[config.mk]
export PLATFORM = sky130hd
export DESIGN_NAME = rbsi_div
export DESIGN_NICKNAME = d
export VERILOG_FILES = /design/src/rtl/core/rbsi_div.sv
export SDC_FILE = /design/constraint.sdc
export NUM_CORES = 2
export LEC_CHECK = 0
export BUFFER_PORTS_ARGS = -buffer_cell sky130_fd_sc_hd__buf_2
export CAP_MARGIN = 20
export CORE_MARGIN = 2
export CORE_UTILIZATION = 50
export CTS_CLUSTER_DIAMETER = 100
export CTS_CLUSTER_SIZE = 25
export DETAILED_ROUTE_END_ITERATION = 16
export MAX_ROUTING_LAYER = met4
export PLACE_DENSITY_LB_ADDON = 0.15
export SKIP_LAST_GASP = 1
export SLEW_MARGIN = 20
export SYNTH_ARGS = -nofsm -noshare
export SYNTH_HDL_FRONTEND = slang
export SYNTH_SLANG_ARGS = --single-unit
[constraint.sdc]
create_clock -name clk_i -period 15.9 [get_ports clk_i]
set_input_delay 3.18 -clock clk_i [delete_from_list [all_inputs] [get_ports clk_i]]
set_output_delay 3.18 -clock clk_i [all_outputs]
set_load 0.01 [all_outputs]
[src/rtl/core/rbsi_div.sv]
// Pipelined saturating fixed-point divider: (num << FracBits) / den, sign applied last.
// Uses no package items; instantiated six times by ray_box_slab_intersect.
module rbsi_div #(
  parameter int Width    = 32,
  parameter int FracBits = 16,
  parameter int StepBits = 4
) (
  input  logic                    clk_i,
  input  logic                    en_i,
  input  logic [Width-1:0]        num_mag_i,
  input  logic [Width-1:0]        den_mag_i,
  input  logic                    neg_i,
  output logic signed [Width-1:0] quot_o
);

  localparam int NumStages = (Width + StepBits - 1) / StepBits;
  localparam int NumW      = Width + FracBits;

  logic [NumW-1:0] num_full;
  logic [NumW-1:0] num_hi;
  logic            ovf_d;

  assign num_full = {num_mag_i, {FracBits{1'b0}}};
  assign num_hi   = num_full >> Width;
  // Quotient needs more than Width bits: saturate.
  assign ovf_d    = num_hi >= NumW'(den_mag_i);

  logic [Width-1:0] rem_q [NumStages];
  logic [Width-1:0] qd_q  [NumStages+1];
  logic [Width-1:0] den_q [NumStages];
  logic             ovf_q [NumStages+1];
  logic             neg_q [NumStages+1];

  always_ff @(posedge clk_i) begin
    if (en_i) begin
      rem_q[0] <= num_hi[Width-1:0];
      qd_q[0]  <= num_full[Width-1:0];
      den_q[0] <= den_mag_i;
      ovf_q[0] <= ovf_d;
      neg_q[0] <= neg_i;
    end
  end

  for (genvar s = 0; s < NumStages; s++) begin : g_stage
    logic [Width-1:0] rem_d;
    logic [Width-1:0] qd_d;

    // Restoring division: dividend bits leave qd at the top, quotient bits enter at the bottom.
    always_comb begin : p_step
      logic [Width-1:0] r;
      logic [Width-1:0] qd;
      logic [Width:0]   r2;
      r  = rem_q[s];
      qd = qd_q[s];
      r2 = '0;
      for (int j = 0; j < StepBits; j++) begin
        if (s * StepBits + j < Width) begin
          r2 = {r, qd[Width-1]};
          qd = {qd[Width-2:0], 1'b0};
          if (r2 >= {1'b0, den_q[s]}) begin
            r2    = r2 - {1'b0, den_q[s]};
            qd[0] = 1'b1;
          end
          r = r2[Width-1:0];
        end
      end
      rem_d = r;
      qd_d  = qd;
    end

    always_ff @(posedge clk_i) begin
      if (en_i) begin
        qd_q[s+1]  <= qd_d;
        ovf_q[s+1] <= ovf_q[s];
        neg_q[s+1] <= neg_q[s];
      end
    end

    if (s < NumStages - 1) begin : g_carry
      always_ff @(posedge clk_i) begin
        if (en_i) begin
          rem_q[s+1] <= rem_d;
          den_q[s+1] <= den_q[s];
        end
      end
    end
  end

  logic [Width-1:0] limit;
  logic [Width-1:0] q_sat;
  logic             sat;
  logic [Width-1:0] quot_q;

  assign limit = {neg_q[NumStages], {(Width-1){~neg_q[NumStages]}}};
  assign sat   = ovf_q[NumStages] || (qd_q[NumStages] > limit);
  assign q_sat = sat ? limit : qd_q[NumStages];

  always_ff @(posedge clk_i) begin
    if (en_i) begin
      quot_q <= neg_q[NumStages] ? (~q_sat + 1'b1) : q_sat;
    end
  end

  assign quot_o = $signed(quot_q);

endmodule
# Word level (Yosys, flattened, before mapping)
# Memories as Yosys holds them, arrays and structs flattened.
# Cells that the tools add are included.
dict set report op_classes {
  add_sub_neg 32
  magnitude_cmp 34
  n_mux 67
  bitwise 2
  n_reduce_logical 1
}
# op n
set op_table {}
lappend op_table {{33-bit by 32-bit >= comparator with 1-bit output} 32}
lappend op_table {{32-bit two-way mux} 33}
lappend op_table {{32-bit subtractor} 31}
lappend op_table {{1-bit two-way mux} 34}
lappend op_table {{32-bit by 1-bit adder with 32-bit output (second input constant)} 1}
lappend op_table {{16-bit by 32-bit >= comparator with 1-bit output} 1}
lappend op_table {{32-bit greater-than comparator} 1}
lappend op_table {{32-bit inverter} 1}
lappend op_table {{1-bit logical OR} 1}
lappend op_table {{1-bit inverter} 1}
dict set report word_totals {
  register_bits 32
  ramBits 818
  inputBits 67
  out_inout_bits 32
  n_memories 5
}
# name words word_bits read_ports rd_ports_with_merged_regs write_ports line_no
set mem_list {}
lappend mem_list {qd_q 9 32 9 0 9 29} ;# logic [Width-1:0] qd_q [NumStages+1];
lappend mem_list {den_q 8 32 8 0 8 30} ;# logic [Width-1:0] den_q [NumStages];
lappend mem_list {rem_q 8 32 8 0 8 28} ;# logic [Width-1:0] rem_q [NumStages];
lappend mem_list {neg_q 9 1 9 0 9 32} ;# logic neg_q [NumStages+1];
lappend mem_list {ovf_q 9 1 9 0 9 31} ;# logic ovf_q [NumStages+1];

# Depth between registers and ports, before layout
# An unclocked memory read counts as a cell.
dict set report logic_depth {
  word_depth 9
  ltp_mapped 60
  mapped_depth_nobuf 53
}

# Worst setup path before layout
# Ideal clock, no wire load.
dict set report synth_path {
  kind {reg2reg}
  start {mem den_q[3][1] (netlist: den_q[0][97])}
  end {mem rem_q[4][10] (netlist: rem_q[1][10]), data pin}
  setup_time_ps 260
  t_arrival_ps 12082
  t_required_ps 15640
  path_slack_ps 3558
  path_stages_with_launch 57
  path_cell_list {edfxtp_1 -> inv_1 -> ha_1 -> nor2b_1 -> o31a_1 -> o31a_1 -> o211ai_2 -> a211o_1 -> a31oi_1 -> nor2_1 -> clkbuf_1 -> clkbuf_1 -> o21ai_0 -> ha_1 -> clkbuf_1 -> a21o_1 -> a311oi_1 -> o21ai_1 -> [21 not listed] -> buf_2 -> a21oi_1 -> ha_1 -> nor2b_1 -> o21ai_0 -> a21boi_0 -> o21ai_0 -> nand4_1 -> a31oi_1 -> o21ai_0 -> o21ba_2 -> o31a_1 -> o21ai_0 -> a21oi_1 -> a311o_1 -> buf_2 -> buf_2 -> mux2_2}
}
# element line_no
set synth_rtl {}
lappend synth_rtl {{start: declaration} 30}
lappend synth_rtl {{end: declaration} 28}

==> impl_results.rst <==
.. list-table::
   :header-rows: 1

   * - Metric
     - Value
   * - First-pass GRT wire length
     - 412 mm
   * - Core box area
     - 165,000 µm²
   * - Detailed-route wire length per cell
     - 23.5 µm
   * - Synth Net Count
     - 10.6k
   * - I/O Buffers
     - 98
   * - Worst Setup SP
     - den_q[0][33]
   * - Clock transition at the registers of the reported paths
     - 100 ps
   * - Cell with the largest stage delay on the worst path
     - edfxtp_1
   * - Share of post-route cells with drive strength above 1
     - 8.85%
   * - Synth Warn #
     - 0
   * - Critical path type
     - flop to flop
   * - Die area
     - 169,000 µm²
   * - Root buffer cell
     - clkbuf_16
   * - Summed instance area of the synthesized netlist
     - 82,900 µm²
   * - Setup total negative slack
     - 0 ps
   * - Horizontal die dimension
     - 411 µm
   * - Capturing element type of the critical path
     - flop
   * - Count of routing violations after the opening detailed-route iteration
     - 6,908
   * - CP peak stage delay
     - 740 ps
   * - Net total in the final layout
     - 10.6k
   * - Mean Syn Cell Area
     - 8.77 µm²
   * - Worst-case clock buffer depth
     - 3
   * - Hold Crit Start
     - qd_q[6][19]
   * - Sequential share of the synthesized area
     - 26.5%
   * - Clock period minus worst slack
     - 14,980 ps
   * - Prevailing post-synth register cell
     - edfxtp_1
   * - Number of nets with antenna violations after detailed routing
     - 0
   * - Worst endpoint required time
     - 16,380 ps
   * - Detailed-router iteration count before antenna repair
     - 6
   * - Initial core utilization
     - 50.3%
   * - Clock tree skew after final layout
     - 25.1 ps
   * - TritonCTS clock tree
     - done
   * - DR DRC count
     - 0
   * - Nature of the critical path startpoint
     - flop
   * - Area added between synthesis and finish
     - 5.74%
   * - Vias per Instance
     - 6.22
   * - Synth async-reset ratio
     - 0%
   * - Vert. Die Dim
     - 411 µm
   * - Worst Max-Slew Pin Slew
     - 1180 ps
   * - DRT Wirelength
     - 275 mm
   * - Number of levels in the clock H-tree
     - 2
   * - Overall overflow remaining after global route
     - 0
   * - Synth cell types
     - 106
   * - Final hold violations
     - 0
   * - Maximum fanout along the worst path
     - 33
   * - Hold_buf cts
     - 0
   * - RePlAce Congestion
     - 1.00
   * - Clock latency of the later-clocked register in the worst-skew pair
     - 720 ps
   * - Number of rows in the core area
     - 149
   * - Post-CTS Resized
     - 0
   * - Tightest slew margin relative to the limit
     - 20.6%
   * - Unrepaired setup endpoints after global routing
     - false
   * - Crit path arrival time
     - 15,460 ps
   * - GR Util All Layers
     - 32.3%
   * - IO Count
     - 99
   * - Initial antenna violation count
     - 13
   * - Max-Cap Viols
     - 0
   * - Via count of the first global-routing pass
     - 67.8k
   * - Number of clock buffers inserted by TritonCTS
     - 47
   * - Flip-flop and latch count after synthesis
     - 730
   * - Worst reg2reg startpoint
     - den_q[0][33]
   * - Final Setup Violations
     - 0
   * - Vias post-DR
     - 72.8k
   * - Maximum clock frequency
     - 0.0667 GHz
   * - Sinks on Clock Net
     - 730
   * - Final period utilization
     - 94.2%
   * - Slew Limit Fails
     - 0
   * - Synth Instances
     - 9,445
   * - Run status
     - finished clean
   * - Number of buffers inserted by post-CTS setup repair
     - 0
   * - Post-DP HPWL
     - 226 mm
   * - Number of enable flip-flop cells after synthesis
     - 730
   * - Type of the worst min-delay path
     - flop to flop
   * - Pin count of the biggest net entering global routing
     - 154
-- through the flow --
stage / area [µm²] / hold slack [ps] / instances / utilization [%] / setup slack (ps)
floorplan: 82900 / 400 / 9445 / - / 3560
global placement: 85900 / 402 / 11609 / 52.1 / 948
detailed placement: 85900 / 405 / 11609 / 52.1 / 887
CTS: 87600 / 416 / 11691 / 53.1 / 842
global route: 87600 / 423 / 11697 / 53.2 / 79.6
finish: 87600 / 413 / 11699 / 53.2 / 916
-- layer usage --
layer  part of all wire, %  global-route usage [%]  routed length (µm)  up-vias
li1                      -                       -                   -    35317
met1                    46                    44.2              126000    34785
met2                    44                    49.4              122000     2301
met3                   5.8                    3.53               15900      423
met4                   4.0                    11.8               11100        0
met5                     0                       -                   0        -
-- cells in the final DEF (no fill, tap or decap), types with 25 or more instances in the layout --
cell type / netlist / final
a21oi_1: 880 / 879
mux2i_1: 45 / 45
mux2_1: 40 / 40
edfxtp_1: 730 / 730
ha_1: 1046 / 1046
a21boi_0: 25 / 25
nor2b_1: 110 / 108
a31o_2: 25 / 25
a21o_1: 433 / 433
a22oi_1: 28 / 28
xor2_1: 283 / 283
and2_1: 66 / 66
and4_1: 30 / 30
nand2_1: 748 / 748
xnor2_1: 534 / 534
nand2b_1: 127 / 127
and3_1: 96 / 96
or2_2: 46 / 47
nor2_1: 612 / 611
a211o_1: 26 / 26
or3_1: 47 / 47
o21ai_0: 692 / 692
nand3_1: 167 / 167
inv_1: 592 / 592
clkbuf_16: 0 / 48
o21bai_1: 139 / 139
o31a_1: 28 / 28
nor3_1: 151 / 150
a211oi_1: 78 / 76
o211ai_1: 45 / 45
o31ai_1: 76 / 76
mux2_2: 430 / 430
nand4_1: 148 / 148
buf_4: 3 / 72
a31oi_1: 90 / 89
nor4_1: 48 / 48
o21a_1: 152 / 152
buf_2: 42 / 97
-- critical path: cells and delay by family, from the launching register on --
kind            cells  cell delay (ps)
flops               1              740
mux                 3             1240
buf+inv             9             2230
compound gates     27             7280
fa+ha+maj           4             1330
simple gates       11             1810
-- registers in the layout, indices dropped and copies added, names as in the netlist --
name	count
rem_q	240
neg_q	9
qd_q	184
quot_o	32
ovf_q	9
den_q	256
-- cell usage after synthesis (24+ instances only) --
| master | count | area (µm²) |
|---|---|---|
| a211o_1 | 26 | 228 |
| a211oi_1 | 78 | 586 |
| a21boi_0 | 25 | 188 |
| a21o_1 | 433 | 3250 |
| a21oi_1 | 880 | 4400 |
| a22oi_1 | 28 | 210 |
| a31o_2 | 25 | 219 |
| a31oi_1 | 90 | 563 |
| and2_1 | 66 | 413 |
| and3_1 | 96 | 601 |
| and4_1 | 30 | 263 |
| buf_2 | 42 | 210 |
| clkbuf_1 | 125 | 469 |
| edfxtp_1 | 730 | 21900 |
| ha_1 | 1046 | 13100 |
| inv_1 | 592 | 2220 |
| mux2_1 | 40 | 450 |
| mux2_2 | 430 | 4840 |
| mux2i_1 | 45 | 450 |
| nand2_1 | 748 | 2810 |
| nand2b_1 | 127 | 795 |
| nand3_1 | 167 | 836 |
| nand4_1 | 148 | 926 |
| nor2_1 | 612 | 2300 |
| nor2b_1 | 110 | 688 |
| nor3_1 | 151 | 756 |
| nor4_1 | 48 | 300 |
| o211ai_1 | 45 | 338 |
| o21a_1 | 152 | 1140 |
| o21ai_0 | 692 | 3460 |
| o21ai_1 | 24 | 120 |
| o21bai_1 | 139 | 1040 |
| o31a_1 | 28 | 245 |
| o31ai_1 | 76 | 571 |
| or2_2 | 46 | 288 |
| or3_1 | 47 | 294 |
| xnor2_1 | 534 | 4680 |
| xor2_1 | 283 | 2480 |
-- final timing paths --
| path | cells after the start | to | slack (ps) |
|---|---|---|---|
| worst max register to register | 54 | rem_q[0][67] | 920 |
| worst min register to register | 0 | qd_q[7][23] | 410 |
| worst max-delay path | 54 | rem_q[0][67] | 920 |
| worst min-delay path | 0 | qd_q[7][23] | 410 |
-- kinds of logic after synthesis --
logic type	after synthesis	share of synthesized area (%)
flip-flops	730	26.5
AO/OA/AOI/OAI	3027	23.3
XOR/XNOR	817	8.63
adder cells (fa/ha/maj)	1066	16.3
buffers and inverters	808	3.81
multiplexers	530	7.20
AND/OR/NAND/NOR	2467	14.3
-- layout make-up --
type	count	area, µm²
fill	15472	77200
multi-input combinational	7908	57900
sequential	730	21900
tap	2189	2740
inverter	608	2280
clock buffer	48	1200
timing repair buffer	175	1120
clock inverter	34	455
antenna	7	17.5
Power is not shown: default switching activity piles up to over one toggle a cycle in this logic, so the estimate is an artifact.
